### src/lkv_pkg.sv
package lkv_pkg;

   localparam int KEY_W       = 16;
   localparam int VALUE_W     = 16;
   localparam int CAP_W       = 5;
   localparam int DEF_ENTRIES = 16;

   localparam logic [CAP_W-1:0] CAP_RESET = CAP_W'(16);

   localparam logic MODE_GET = 1'b0;
   localparam logic MODE_PUT = 1'b1;

   typedef struct packed {
      logic               mode;
      logic [KEY_W-1:0]   key;
      logic [VALUE_W-1:0] value;
   } req_type;

   typedef struct packed {
      logic               found;
      logic [VALUE_W-1:0] read_value;
      logic               evicted;
   } rsp_type;

   // One lookup handed to the entry store
   typedef struct packed {
      logic    en;
      req_type req;
   } op_type;

endpackage

### src/lkv_store.sv
module lkv_store
   import lkv_pkg::*;
#(
   parameter int ENTRIES = DEF_ENTRIES
) (
   input  logic             clock,
   input  logic             reset,
   input  op_type           op,
   input  logic [CAP_W-1:0] capacity,
   output rsp_type          rsp
);

   localparam int RANK_W = $clog2(ENTRIES);
   localparam int OCC_W  = $clog2(ENTRIES + 1);

   logic [KEY_W-1:0]   key_ff   [ENTRIES];
   logic [KEY_W-1:0]   key_in   [ENTRIES];
   logic [VALUE_W-1:0] value_ff [ENTRIES];
   logic [VALUE_W-1:0] value_in [ENTRIES];
   logic [RANK_W-1:0]  rank_ff  [ENTRIES];
   logic [RANK_W-1:0]  rank_in  [ENTRIES];
   logic [ENTRIES-1:0] valid_ff, valid_in;
   logic [OCC_W-1:0]   occ_ff, occ_in;

   logic [ENTRIES-1:0] match, victim, valid_left, slot_oh;
   logic               hit, full, do_evict, slot_taken;
   logic [RANK_W-1:0]  hit_rank;
   logic [VALUE_W-1:0] hit_value;
   logic [OCC_W-1:0]   occ_m1;
   logic [31:0]        eff_cap;

   // capacity of zero acts as one, above the entry count as the entry count
   always_comb begin
      if (capacity == '0) begin
         eff_cap = 32'd1;
      end else if (32'(capacity) > ENTRIES) begin
         eff_cap = 32'(ENTRIES);
      end else begin
         eff_cap = 32'(capacity);
      end
   end

   assign occ_m1 = occ_ff - OCC_W'(1);
   assign full   = 32'(occ_ff) >= eff_cap;

   always_comb begin
      hit_rank  = '0;
      hit_value = '0;
      for (int i = 0; i < ENTRIES; i++) begin
         match[i]  = valid_ff[i] && (key_ff[i] == op.req.key);
         // valid ranks are always 0..occ-1, so the oldest has rank occ-1
         victim[i] = valid_ff[i] && (OCC_W'(rank_ff[i]) == occ_m1);
         if (match[i]) begin
            hit_rank  = hit_rank | rank_ff[i];
            hit_value = hit_value | value_ff[i];
         end
      end
      hit = |match;
   end

   assign do_evict   = (op.req.mode == MODE_PUT) && !hit && full;
   assign valid_left = valid_ff & ~(do_evict ? victim : '0);

   // lowest free entry
   always_comb begin
      slot_oh    = '0;
      slot_taken = 1'b0;
      for (int i = 0; i < ENTRIES; i++) begin
         if (!valid_left[i] && !slot_taken) begin
            slot_oh[i] = 1'b1;
            slot_taken = 1'b1;
         end
      end
   end

   always_comb begin
      valid_in = valid_ff;
      occ_in   = occ_ff;
      for (int i = 0; i < ENTRIES; i++) begin
         key_in[i]   = key_ff[i];
         value_in[i] = value_ff[i];
         rank_in[i]  = rank_ff[i];
      end
      if (op.en) begin
         if (hit) begin
            // promote: younger entries age by one
            for (int i = 0; i < ENTRIES; i++) begin
               if (valid_ff[i] && rank_ff[i] < hit_rank) begin
                  rank_in[i] = rank_ff[i] + RANK_W'(1);
               end
               if (match[i]) begin
                  rank_in[i] = '0;
                  if (op.req.mode == MODE_PUT) begin
                     value_in[i] = op.req.value;
                  end
               end
            end
         end else if (op.req.mode == MODE_PUT) begin
            valid_in = valid_left | slot_oh;
            occ_in   = do_evict ? occ_ff : occ_ff + OCC_W'(1);
            for (int i = 0; i < ENTRIES; i++) begin
               if (valid_left[i]) begin
                  rank_in[i] = rank_ff[i] + RANK_W'(1);
               end
               if (slot_oh[i]) begin
                  key_in[i]   = op.req.key;
                  value_in[i] = op.req.value;
                  rank_in[i]  = '0;
               end
            end
         end
      end
   end

   always_ff @(posedge clock) begin
      if (reset) begin
         valid_ff <= '0;
         occ_ff   <= '0;
         for (int i = 0; i < ENTRIES; i++) begin
            rank_ff[i] <= '0;
         end
      end else begin
         valid_ff <= valid_in;
         occ_ff   <= occ_in;
         for (int i = 0; i < ENTRIES; i++) begin
            rank_ff[i] <= rank_in[i];
         end
      end
   end

   always_ff @(posedge clock) begin
      for (int i = 0; i < ENTRIES; i++) begin
         key_ff[i]   <= key_in[i];
         value_ff[i] <= value_in[i];
      end
   end

   assign rsp.found      = hit;
   assign rsp.read_value = (op.req.mode == MODE_GET && hit) ? hit_value : '0;
   assign rsp.evicted    = do_evict;

endmodule

### src/lru_key_value_cache_top.sv
// Fully associative key/value cache with least-recently-used replacement.
// Request channel (req_valid/req_ready/req_data): one word per get or put;
//   mode selects get (lookup) or put (insert or update).
// Response channel (rsp_valid/rsp_ready/rsp_data): exactly one word per
//   request, in request order: found, read_value (get hit only, else 0),
//   evicted (put that displaced the least recent entry).
// CSR port: csr_wr_en writes csr_wr_data into the capacity register
//   (0 acts as 1, above ENTRIES acts as ENTRIES). Write only while idle.
// Flow: a request taken is captured in the input register; it is looked up
//   and committed as it advances into the response register, from which its
//   response can then be taken.
// Throughput: one word per cycle unless stalled; the parallel tag compare and
//   rank update across all entries sit between the input and response registers.
// Reset: all entries invalid, occupancy zero, capacity back to 16.
// Stall: while rsp_ready is low a held response freezes the input stage;
//   req_ready drops once the input register is also occupied.
module lru_key_value_cache_top
   import lkv_pkg::*;
#(
   parameter int ENTRIES = DEF_ENTRIES
) (
   input  logic             clock,
   input  logic             reset,
   input  logic             req_valid,
   output logic             req_ready,
   input  req_type          req_data,
   output logic             rsp_valid,
   input  logic             rsp_ready,
   output rsp_type          rsp_data,
   input  logic             csr_wr_en,
   input  logic [CAP_W-1:0] csr_wr_data
);

   logic             s1_valid_ff, s1_valid_in;
   req_type          s1_req_ff, s1_req_in;
   logic             rsp_valid_ff, rsp_valid_in;
   rsp_type          rsp_ff, rsp_in;
   logic [CAP_W-1:0] cap_ff, cap_in;
   logic             advance;
   op_type           op;
   rsp_type          store_rsp;

   // input stage moves on whenever the response register is free or draining
   assign advance   = s1_valid_ff && (!rsp_valid_ff || rsp_ready);
   assign req_ready = !s1_valid_ff || advance;

   always_comb begin
      s1_valid_in = s1_valid_ff;
      s1_req_in   = s1_req_ff;
      if (req_valid && req_ready) begin
         s1_valid_in = 1'b1;
         s1_req_in   = req_data;
      end else if (advance) begin
         s1_valid_in = 1'b0;
      end
   end

   always_comb begin
      rsp_valid_in = rsp_valid_ff;
      rsp_in       = rsp_ff;
      if (advance) begin
         rsp_valid_in = 1'b1;
         rsp_in       = store_rsp;
      end else if (rsp_ready) begin
         rsp_valid_in = 1'b0;
      end
   end

   assign cap_in = csr_wr_en ? csr_wr_data : cap_ff;

   assign op.en  = advance;
   assign op.req = s1_req_ff;

   lkv_store #(
      .ENTRIES (ENTRIES)
   ) u_store (
      .clock    (clock),
      .reset    (reset),
      .op       (op),
      .capacity (cap_ff),
      .rsp      (store_rsp)
   );

   always_ff @(posedge clock) begin
      if (reset) begin
         s1_valid_ff  <= 1'b0;
         rsp_valid_ff <= 1'b0;
         cap_ff       <= CAP_RESET;
      end else begin
         s1_valid_ff  <= s1_valid_in;
         rsp_valid_ff <= rsp_valid_in;
         cap_ff       <= cap_in;
      end
   end

   // payload registers
   always_ff @(posedge clock) begin
      s1_req_ff <= s1_req_in;
      rsp_ff    <= rsp_in;
   end

   assign rsp_valid = rsp_valid_ff;
   assign rsp_data  = rsp_ff;

endmodule
### config.mk
export PLATFORM = sky130hd
export DESIGN_NAME = lru_key_value_cache_top
export DESIGN_NICKNAME = d
export VERILOG_FILES = /design/src/lkv_pkg.sv /design/src/lkv_store.sv /design/src/lru_key_value_cache_top.sv
export SDC_FILE = /design/constraint.sdc
export NUM_CORES = 1
export LEC_CHECK = 0
export BUFFER_PORTS_ARGS = -buffer_cell sky130_fd_sc_hd__buf_2
export CAP_MARGIN = 20
export CORE_ASPECT_RATIO = 1.4
export CORE_MARGIN = 4
export CORE_UTILIZATION = 25
export CTS_CLUSTER_DIAMETER = 200
export DETAILED_ROUTE_END_ITERATION = 7
export PLACE_DENSITY = 0.43
export SLEW_MARGIN = 5
export SYNTH_ARGS = -nofsm -noshare
export SYNTH_HDL_FRONTEND = slang
export SYNTH_HIERARCHICAL = 1
export SYNTH_SLANG_ARGS = --single-unit
### constraint.sdc
create_clock -name clock -period 7.85 [get_ports clock]
set_clock_uncertainty 0.15 [all_clocks]
set_input_delay 1.57 -clock clock [delete_from_list [all_inputs] [get_ports clock]]
set_output_delay 1.57 -clock clock [all_outputs]
set_load 0.01 [all_outputs]
## After elaboration in Yosys (flattened, before gate mapping)

Memories as Yosys holds them, arrays and structs flattened.
Index checks and enable logic that the tools add are counted.

- Logic and storage cells: 466
- Bits in latches: 0
- Register bits: 79
- Output and inout port bits: 20
- Bits in read-only memories: 0
- Memory bits (writable): 576
- Memories: 3
- Bits of input ports: 43

Memory list:

| name | depth | bits a word | rd ports | clocked after memory_dff | write ports | line | RTL |
|---|---|---|---|---|---|---|---|
| u_store.key_ff | 16 | 16 | 16 | 0 | 16 | lkv_store.sv:16 | `logic [KEY_W-1:0] key_ff [ENTRIES];` |
| u_store.value_ff | 16 | 16 | 16 | 0 | 16 | lkv_store.sv:18 | `logic [VALUE_W-1:0] value_ff [ENTRIES];` |
| u_store.rank_ff | 16 | 4 | 16 | 0 | 16 | lkv_store.sv:20 | `logic [RANK_W-1:0] rank_ff [ENTRIES];` |

- Magnitude comparators: 18
- Equality and inequality tests: 32
- Multipliers: 0
- Shift operators: 0
- Reduce and logical (&&, ||, !) cells: 108
- Divide/modulo/power cells: 0
- Bitwise operators: 52
- $add $sub $neg: 18
- Muxes and demuxes: 224

Operators with widths:

| kind | number |
|---|---|
| $mux 256 | 6 |
| $mux 16 | 81 |
| $mux 4 | 95 |
| $eq 16x16->1 | 16 |
| $or 16x16->16 | 16 |
| $mux 64 | 3 |
| $eq 4x5->1 | 16 |
| $logic_and 1x1->1 | 68 |
| $add 4x1->4 const B | 16 |
| $lt 4x4->1 | 16 |
| $or 4x4->4 | 15 |
| $mux 1 | 37 |
| $logic_not 1->1 | 32 |
| $and 16x16->16 | 1 |
| $not 16->16 | 1 |
| $or 1x1->1 | 16 |
| $reduce_or 16->1 | 1 |
| $mux 5 | 2 |
| $add 5x1->5 const B | 1 |
| $ge 5x5->1 | 1 |
| $gt 5x5->1 const B | 1 |
| $logic_not 5->1 | 1 |
| $sub 5x1->5 const B | 1 |
| $reduce_and 4->1 | 1 |
| other kinds (4) | 8 |

## Longest topological paths before layout

Gate-level depths: netlist of the first run.
An unclocked memory read counts as a cell.

- Depth after elaboration: 60
- Gate-level depth with buffers: 22

## Modules after synthesis

Netlist of the first run, hierarchy kept.

Modules (own cells, without submodules):

| module | cells each | seq. area each (um^2) | area an instance (um^2) | instances |
|---|---|---|---|---|
| lkv_store | 2189 | 17076.4 | 28260.9 | 1 |
| lru_key_value_cache_top | 77 | 1671.6 | 1799.2 | 1 |

## Worst setup path before layout of the first run

OpenSTA, ideal clock, no wires.

- Path kind: reg2reg
- Start point: reg u_store/occ_ff[0] (netlist name)
- End point: mem u_store.key_ff[13][0] (netlist: u_store/key_ff[1][80]) (enable)
- Arrival time: 5.159 ns
- Stages on the path, launching flop included: 15
- Setup time: 0.430 ns
- Slack: 2.111 ns
- Required time: 7.270 ns
- Period minus slack after synthesis: 5.739 ns
- Cell sequence: dfxtp_1 > clkbuf_1 > clkbuf_1 > inv_1 > ha_1 > xnor2_2 > buf_2 > xor2_1 > nand4_1 > and3_1 > nand3_1 > a31o_1 > or3_1 > buf_4 > nor4_1

RTL lines:

| element | line |
|---|---|
| end: declaration | lkv_store.sv:16 |

==> results.toml, run 1 <==
[die]
rows = 150
core_area_mm2 = 0.119
fp.dieW_um = 301
initial_core_util_pct = 25.2
die-area_mm2 = 0.126
ioPinCount = 63
fp.dieH_um = 418

[logic_synthesis]
synth-edff-count = 563
ys_ff_latch = 655
syn_nets = 2380
avgSynthCellArea_um2 = 13.3
syn_inst = 2266
synthArstFlopShare_pct = 0
ys_seq_area_share_pct = 62.4
yosysWarnings = 6
synth_area_mm2 = 0.0301
synth.distinct_cells = 86
synthFlopType = "edfxtp_1"

[grt]
grt_pass1_vias = 20817
grt_max_degree = 42
grt_pass1_wl_mm = 145
grtUsageTotal_pct = 15.8
grt.overflow.total = 0
antenna_found_initial = 3

[worst_setup_path]
path_cells = "buf_4, xor2_1, or4b_1, nor4b_2, and3_1, buf_4, nor4_1, and4_1, buf_4, inv_2, o31ai_1, o31ai_1, nor2b_2"
path_common_cell = "buf_4"
worstPathRequired_ps = 7970
end_kind = "register"
crit_buf_inv = 4
path_max_fanout = 23
critPathArrivalTime_ps = 6280
critPathKind = "register to register"
cp_slowest_cell = "nor2b_2"
slowest_delay_ps = 940
path_delay_family = "simple AND/OR/NAND/NOR gates"
startpoint_type = "register"

[power]
irDropWorstVdd_mv = 0.146
power_switching_share_pct = 22.1
leakagePower_nw = 11.5
p_switching_mw = 1.73
p_int_mw = 6.10
power_frac_clock_pct = 46.9
power_density_mw_per_mm2 = 223
comb_power_share_pct = 3.8
p_seq_share_pct = 49.2

[cts]
cts_root_buf = "clkbuf_16"
clk_path_buf_depth = 3
clkSlewWorstSetupHoldPaths_ps = 60
htreeDepth = 3
clock_latency_ps = 650
cts_made_buffers = 73
cts-hold-fix-buffers = 0
cts_tree = "built"
cts_sinks = 655
post-cts-setup-buffer-count = 0
cts-resized-gates = 0

[sta]
fmax_mhz = 162
tightest_slew_ps = 1060
slew_headroom_pct = 29.1
setup_viol = 0
setup_tns_ps = 0
worst_slack_ps = 1680
hold_violations = 0
rsz0062_at_grt = "false"
slew_viol_final = 0
period_needed_ps = 6170
final.period_utilization_pct = 78.6

[detailed_routing]
drt-total-wl_mm = 100
post_drt_wl_per_cell_um = 24.9
num_vias = 19901
top_layer = "met5"
drcViolationCount = 0
dr_wl_met2_mm = 51.6
firstDrtPassIters = 6
ant_nets = 0
dr.first_iter.drc_count = 1537
routed_via_density = 4.93
dr_wl_met3_mm = 4.15
m1WireLength_mm = 39.5

[placed_design]
dp_hpwl_mm = 68.5
place_ws_ps = 1760
numPlacedInstances = 3899
place.gp.congestion = 0.928
numPortBuffers = 62

[cells_and_area]
multi_input_area_mm2 = 0.0107
mostFrequentLayoutCell = "edfxtp_1"
regArea_mm2 = 0.0187
fin_nets = 2493
instances_no_fill = 4036
area_growth_pct = 16.8
final_cell_mix = "edfxtp_1, xnor2_1, xor2_1"
nFillCells = 12098
fin_util_pct = 29.4
n_antenna_cell = 0
drive_gt1_share_pct = 13.0

[hold_path]
hold_class = "register to register"

[status]
run_status = "finished clean"

[flow_run]
drv_cap = 0
layout make-up:
class	instances	area share, %
flip-flops and latches	655	53.4
multi-input cells	1466	30.3
well taps	1596	5.69
clock buffers	89	5.55
repair buffers	149	2.90
clock inverters	47	1.77
inverters	34	0.363
Yosys cell counts, types with 53 or more instances:
cell type  instances  area share, %
ha_1              71            3.0
nand3_1           67            1.1
a22o_1            58            1.7
edfxtp_1         563             56
o21ai_0           53           0.88
dfxtp_1           92            6.1
clkbuf_1          61           0.76
xnor2_1          207            6.0
a21oi_1           70            1.2
nand4_1           77            1.6
xor2_1           121            3.5
nand2_1           83            1.0
nor2_1           119            1.5
a221oi_1          55            1.6
worst min-delay path: stages (launching register included):
cell	delay [ps]
dfxtp_1	330
inv_1	50
a21oi_1	50
path summary, 6_finish.rpt:
path	start	end	slack, ps	cells past startpoint
max reg2reg	op[24]$_DFFE_PP_	u_store/value_ff[0][33]$_DFFE_PP_	1680	13
min	s1_valid_ff$_SDFFE_PP0P_	rsp_valid$_SDFFE_PP0P_	330	2
min reg2reg	s1_valid_ff$_SDFFE_PP0P_	rsp_valid$_SDFFE_PP0P_	330	2
max	op[24]$_DFFE_PP_	u_store/value_ff[0][33]$_DFFE_PP_	1680	13
power groups by stage:
stage | clock network [mW] | logic [mW] | registers, mW
floorplan | 0 | 0.194 | 3.91
global placement | 0 | 0.301 | 3.93
detailed placement | 0 | 0.306 | 3.93
CTS | 3.79 | 0.307 | 3.85
global route | 3.93 | 0.328 | 3.86
finish | 3.67 | 0.301 | 3.85
stage by stage:
step	power (mW)	cell area, µm²	hold slack [ps]
after global routing	8.11	35100	363
after global placement	4.23	32400	295
final	7.83	35100	330
after CTS	7.95	35100	324
after detailed placement	4.24	32500	318
after floorplan	4.10	30100	278
layer usage:
layer,up-vias,GRT usage [%]
li1,8970,-
met2,636,28.5
met1,10071,18.1
met4,2,7.99
met3,222,2.16
met5,-,0
state kept, by name, summed over array words and instances (netlist names):
register and count:
rsp_data 18, s1_valid_ff 1, rsp_valid 1, u_store/rank_ff 64, u_store/value_ff 256, op 33
u_store/key_ff 256, u_store/valid_ff 16, u_store/occ_ff 5, cap_ff 5
logic make-up (layout without fill, tap and decap cells):
logic type / count (synthesis) / in the layout / share of synthesized area, %
adders and majority gates: 71 / 71 / 2.96
and+or+nand+nor: 604 / 604 / 10.8
muxes: 17 / 17 / 0.583
xor gates and xnor gates: 333 / 333 / 9.83
buffers and inverters: 145 / 319 / 2.62
AOI/OAI and AO/OA: 441 / 441 / 10.8
DFF: 655 / 655 / 62.4
Power figures use the tool's default switching activity.
==> run 2, diff against run 1 <==
==> constraint.sdc (replaced) <==
create_clock -name clock -period 5.9 [get_ports clock]
set_clock_uncertainty 0.15 [all_clocks]
set_input_delay 1.18 -clock clock [delete_from_list [all_inputs] [get_ports clock]]
set_output_delay 1.18 -clock clock [all_outputs]
set_load 0.01 [all_outputs]
==> run 2 against run 1 <==
  * First-iteration DRC count is 9.0% lower
  * Worst setup slack worse by 1100 ps
  * Worst hold slack worse by 19 ps
  * Register-to-register slack worse by 1100 ps
  * Wire length is 0.46% higher
  * Via count is 0.42% higher
  * Sequential power is 33% higher
  * Final cell count is 0.94% higher
  * Largest cell class unchanged
  * Largest power group unchanged
  * Non-clock buffer count is 40 higher
==> results.toml, run 2 (same netlist as run 1, synthesis figures left out) <==
[power]
power_density_mw_per_mm2 = 283
irDropWorstVdd_mv = 0.183
design_power_total_mw = 9.98
leakagePower_nw = 11.6

[worst_setup_path]
startpoint_type = "register"
critPathKind = "register to register"
crit_buf_inv = 4
critPathArrivalTime_ps = 5460
endpoint = "u_store/value_ff[1][14]$_DFFE_PP_"
path_delay_family = "simple AND/OR/NAND/NOR gates"
worstPathRequired_ps = 6040
cp_slowest_cell = "edfxtp_1"
rrSetupSlack_ps = 580
path_common_cell = "buf_4"
r2r-start = "op[30]$_DFFE_PP_"
path_max_fanout = 16
crit_cells = 14
path_cells = "buf_4, xor2_1, nor4_1, and2_1, and3_1, buf_4, nor4_1, and4_1, inv_2, o31ai_2, nor3_2, a21oi_1, nor2_2, buf_4"
slowest_delay_ps = 790
crit_start = "op[30]$_DFFE_PP_"
end_kind = "register"
reg2regPathDepth = 14
r2r_end = "u_store/value_ff[1][14]$_DFFE_PP_"

[placed_design]
place.gp.congestion = 0.974
numPortBuffers = 62
dp_hpwl_mm = 68.0
numPlacedInstances = 3940

[die]
ioPinCount = 63
die-area_mm2 = 0.126
fp.dieH_um = 418
initial_core_util_pct = 25.2
fp.dieW_um = 301
core_area_mm2 = 0.119
rows = 150

[cells_and_area]
final_cell_mix = "edfxtp_1, xnor2_1, xor2_1"
drive_gt1_share_pct = 13.9
instances_no_fill = 4074
reg_top3 = "u_store/key_ff (256), u_store/value_ff (256), u_store/rank_ff (64)"
n_antenna_cell = 0
mostFrequentLayoutCell = "edfxtp_1"
fin_nets = 2534
area_growth_pct = 17.6

[detailed_routing]
num_vias = 19984
drcViolationCount = 0
firstDrtPassIters = 6
ant_nets = 0
drt-total-wl_mm = 101
dr.first_iter.drc_count = 1399
post_drt_wl_per_cell_um = 24.8
routed_via_density = 4.91

[sta]
rsz0062_at_grt = "false"
slew_viol_final = 0
slew_headroom_pct = 30.8
period_needed_ps = 5320
final.period_utilization_pct = 90.1
fmax_mhz = 188
setup_tns_ps = 0
tightest_slew_ps = 1030
setup_viol = 0
hold_violations = 0

[cts]
htreeDepth = 3
cts_sinks = 655
clk_path_buf_depth = 3
cts-hold-fix-buffers = 0
clkSlewWorstSetupHoldPaths_ps = 60
cts_tree = "built"
post-cts-setup-buffer-count = 0
clock_latency_ps = 670
cts-resized-gates = 0
cts_made_buffers = 74
cts_root_buf = "clkbuf_16"

[grt]
antenna_found_initial = 0
grtUsageTotal_pct = 15.9
grt.overflow.total = 0
grt_max_degree = 59
grt_pass1_vias = 20732
grt_pass1_wl_mm = 146

[flow_run]
drv_cap = 0

[status]
run_status = "finished clean"

[hold_path]
hold_class = "register to register"
-- run 2: cell count changes in the layout (fill, tap and decap cells not counted), moves of 4 or more --
cell / before / now
buf_4: 81 / 105
buf_12: 0 / 21
bufinv_16: 12 / 3
clkinv_1: 12 / 17
clkbuf_1: 11 / 15
clkbuf_8: 4 / 0
-- run 2: worst min-delay path: cells and delay by family, from the launching register on --
family                 cells  cell delay, ps
DFF                        1             320
buffers and inverters      1              50
AOI/OAI and AO/OA          1              50
-- run 2: final cells by class --
type	instances	area, µm²
Multi-Input combinational cell	1466	10600
Timing Repair Buffer	189	1520
Sequential cell	655	18700
Tap cell	1596	2000
Inverter	34	128
Fill cell	12125	84000
Clock inverter	45	414
Clock buffer	89	1910
-- run 2: worst min path at each step --
stage	from	to	depth (start not counted)	slack (ps)
final	s1_valid_ff$_SDFFE_PP0P_	rsp_valid$_SDFFE_PP0P_	2	310
after global routing	s1_valid_ff$_SDFFE_PP0P_	rsp_valid$_SDFFE_PP0P_	2	330
after CTS	s1_valid_ff$_SDFFE_PP0P_	rsp_valid$_SDFFE_PP0P_	2	310
after detailed placement	s1_valid_ff$_SDFFE_PP0P_	rsp_valid$_SDFFE_PP0P_	2	310
after global placement	s1_valid_ff$_SDFFE_PP0P_	rsp_valid$_SDFFE_PP0P_	2	290
after floorplan	s1_valid_ff$_SDFFE_PP0P_	rsp_valid$_SDFFE_PP0P_	2	280
-- run 2: layer usage --
metal / GRT usage, % / wire, µm / vias to the layer above / part of all wire, %
li1: - / - / 9046 / -
met1: 18.1 / 39800 / 10104 / 40
met2: 28.0 / 50600 / 588 / 50
met3: 2.44 / 4230 / 246 / 4.2
met4: 9.16 / 6130 / 0 / 6.1
met5: 0 / 0 / - / 0
-- run 2: metrics by stage --
step / utilization, % / hold WS (ps) / area, µm² / setup WS [ps]
4_1_cts: 29.6 / 314 / 35300 / 514
3_3_place_gp: 27.7 / 293 / 33000 / 586
2_1_floorplan: - / 278 / 30100 / 161
5_1_grt: 29.6 / 328 / 35300 / 198
6_report: 29.6 / 311 / 35300 / 584
3_5_place_dp: 27.7 / 312 / 33000 / 547
-- run 2: power breakdown --
part	total (mW)	switching [mW]	internal (mW)
clock network	4.44	1.97	2.48
logic	0.421	0.271	0.149
registers	5.12	0.0572	5.06
==> run 3, diff against run 2 <==
--- a/config.mk
+++ b/config.mk
@@ -16,5 +16,4 @@
 export SLEW_MARGIN = 5
 export SYNTH_ARGS = -nofsm -noshare
 export SYNTH_HDL_FRONTEND = slang
-export SYNTH_HIERARCHICAL = 1
 export SYNTH_SLANG_ARGS = --single-unit
==> run 3 against run 2 <==
  * Final cell count increased by 0.27%
  * Register-to-register slack got worse by 20 ps
  * Synthesized cell count decreased by 0.40%
  * Utilization grew 0.23 points
  * Die area about the same
==> results.toml, run 3 <==
[worst_setup_path]
startpoint_type = "register"
worstPathRequired_ps = 6070
rrSetupSlack_ps = 560
reg2regPathDepth = 15
r2r-start = "op[28]$_DFFE_PP_"
critPathArrivalTime_ps = 5500
path_max_fanout = 18
endpoint = "u_store.value_ff[1][103]$_DFFE_PP_"
r2r_end = "u_store.value_ff[1][103]$_DFFE_PP_"
crit_start = "op[28]$_DFFE_PP_"
critPathKind = "register to register"
end_kind = "register"

[cts]
cts_tree = "built"
htreeDepth = 3
cts_root_buf = "clkbuf_16"
cts_made_buffers = 70
post-cts-setup-buffer-count = 0
cts-resized-gates = 0
cts_sinks = 655
cts-hold-fix-buffers = 0
clock_latency_ps = 680
clkSlewWorstSetupHoldPaths_ps = 60
clk_path_buf_depth = 3

[logic_synthesis]
synth_commonest_cells = "edfxtp_1, xnor2_1, nor2_1"
syn_inst = 2257
avgSynthCellArea_um2 = 13.3
ys_ff_latch = 655
synth_top_area_cell = "edfxtp_1"
synthFlopType = "edfxtp_1"
yosysWarnings = 0
synthArstFlopShare_pct = 0
synth.distinct_cells = 89
synth.top_cell.area_share_pct = 56.3
synth_area_mm2 = 0.0300
synth-edff-count = 563
yosys.cell_count.top_type = "edfxtp_1"
syn_nets = 2371
synth.area.top_cells = "edfxtp_1, xnor2_1, dfxtp_1, xor2_1, ha_1"
ys_seq_area_share_pct = 62.4

[detailed_routing]
dr.first_iter.drc_count = 1789
firstDrtPassIters = 5
routed_via_density = 4.94
num_vias = 20162
ant_nets = 0
post_drt_wl_per_cell_um = 25.2
drcViolationCount = 0
drt-total-wl_mm = 103

[status]
run_status = "finished clean"

[power]
power_density_mw_per_mm2 = 288
design_power_total_mw = 10.3
leakagePower_nw = 11.8
irDropWorstVdd_mv = 0.208

[grt]
top_usage_layer = "met2"
antenna_found_initial = 4
grtUsageMet1_pct = 18.1
grt_pass1_vias = 20810
grt_max_degree = 42
grt.overflow.total = 0
grtUsageTotal_pct = 16.1
grt_util_met2_pct = 29.8
use_met3_pct = 2.13
grt_pass1_wl_mm = 148

[cells_and_area]
area_growth_pct = 18.5
final_cell_mix = "edfxtp_1, xnor2_1, buf_4"
n_antenna_cell = 0
fin_nets = 2547
reg_top3 = "u_store.key_ff (256), u_store.value_ff (256), u_store.rank_ff (64)"
nFillCells = 12067
mostFrequentLayoutCell = "edfxtp_1"
multi_input_area_mm2 = 0.0107
drive_gt1_share_pct = 15.1
regArea_mm2 = 0.0187
fin_util_pct = 29.8

[die]
die-area_mm2 = 0.126
fp.dieW_um = 301
rows = 150
initial_core_util_pct = 25.2
fp.dieH_um = 418
ioPinCount = 63
core_area_mm2 = 0.119

[sta]
slew_viol_final = 0
final.period_utilization_pct = 90.4
hold_violations = 0
period_needed_ps = 5340
setup_tns_ps = 0
rsz0062_at_grt = "false"
setup_viol = 0
fmax_mhz = 187
slew_headroom_pct = 31.8
tightest_slew_ps = 1020

[placed_design]
place.gp.congestion = 0.914
dp_hpwl_mm = 71.4
numPortBuffers = 62

[hold_path]
hold_class = "register to register"

[flow_run]
drv_cap = 0
## run 3: cell types whose count changed in the layout (fill, tap and decap cells not counted), moves of 15 or more
| cell | delta |
|---|---|
| buf_4 | +32 |
| a22oi_1 | -27 |
| o21ai_0 | +24 |
| and3_1 | -16 |
| a41oi_1 | +15 |
## run 3: power breakdown
group / total, mW / leakage, nW / switching [mW] / internal [mW]
logic: 0.405 / 4.73 / 0.256 / 0.150
clock network: 4.72 / 1.20 / 1.98 / 2.74
registers: 5.13 / 5.84 / 0.0702 / 5.06
total: 10.3 / 11.8 / 2.31 / 7.95
## run 3: cell families after synthesis
logic type	count (synthesis)	synth area share [%]
compound gates	461	11.2
xor+xnor	335	10.1
fa+ha+maj	71	2.96
buf+inv	140	2.34
flops	655	62.4
mux	14	0.466
simple gates	581	10.5
## run 3: layer usage
| metal | up-vias | share of wire, % |
|---|---|---|
| li1 | 9069 | - |
| met5 | - | 0.018 |
| met2 | 594 | 52 |
| met4 | 2 | 5.1 |
| met1 | 10267 | 39 |
| met3 | 230 | 3.7 |
## run 3: area by class of cell
| cell class | instances | area share [%] |
|---|---|---|
| well taps | 1596 | 5.61 |
| clock inverters | 45 | 1.81 |
| multi-input cells | 1462 | 30.0 |
| inverters | 32 | 0.337 |
| repair buffers | 212 | 4.47 |
| flip-flops and latches | 655 | 52.6 |
| clock buffers | 83 | 5.11 |
## run 3: worst min path at each step
| stage | start | to | slack, ps | cells past startpoint |
|---|---|---|---|---|
| after floorplan | cap_ff[0]$_SDFFE_PP0P_ | cap_ff[0]$_SDFFE_PP0P_ | 310 | 2 |
| after global placement | cap_ff[0]$_SDFFE_PP0P_ | cap_ff[0]$_SDFFE_PP0P_ | 350 | 2 |
| after detailed placement | s1_valid_ff$_SDFFE_PP0P_ | rsp_valid$_SDFFE_PP0P_ | 350 | 2 |
| after CTS | s1_valid_ff$_SDFFE_PP0P_ | rsp_valid$_SDFFE_PP0P_ | 360 | 2 |
| after global routing | s1_valid_ff$_SDFFE_PP0P_ | rsp_valid$_SDFFE_PP0P_ | 400 | 2 |
| final | s1_valid_ff$_SDFFE_PP0P_ | rsp_valid$_SDFFE_PP0P_ | 360 | 2 |
## run 3: worst max-delay path, cell delays in order (launching register included)
cell	delay, ps
edfxtp_1	630
buf_4	350
xor2_1	180
nor4_1	80
buf_4	150
and3_1	200
and3b_1	340
buf_4	350
nor4_1	240
and4_1	600
buf_4	360
o211ai_1	280
o41ai_2	360
buf_4	200
and2_1	130
buf_4	320
## run 3: stage by stage
step                      cell area [µm²]  setup WS (ps)  instances  hold slack, ps
after floorplan                     30000            984       2257             311
after global placement              33100            432       3953             347
after detailed placement            33100            497       3955             355
after CTS                           35600            467       4083             364
after global routing                35600            236       4085             396
final                               35600            564       4085             360
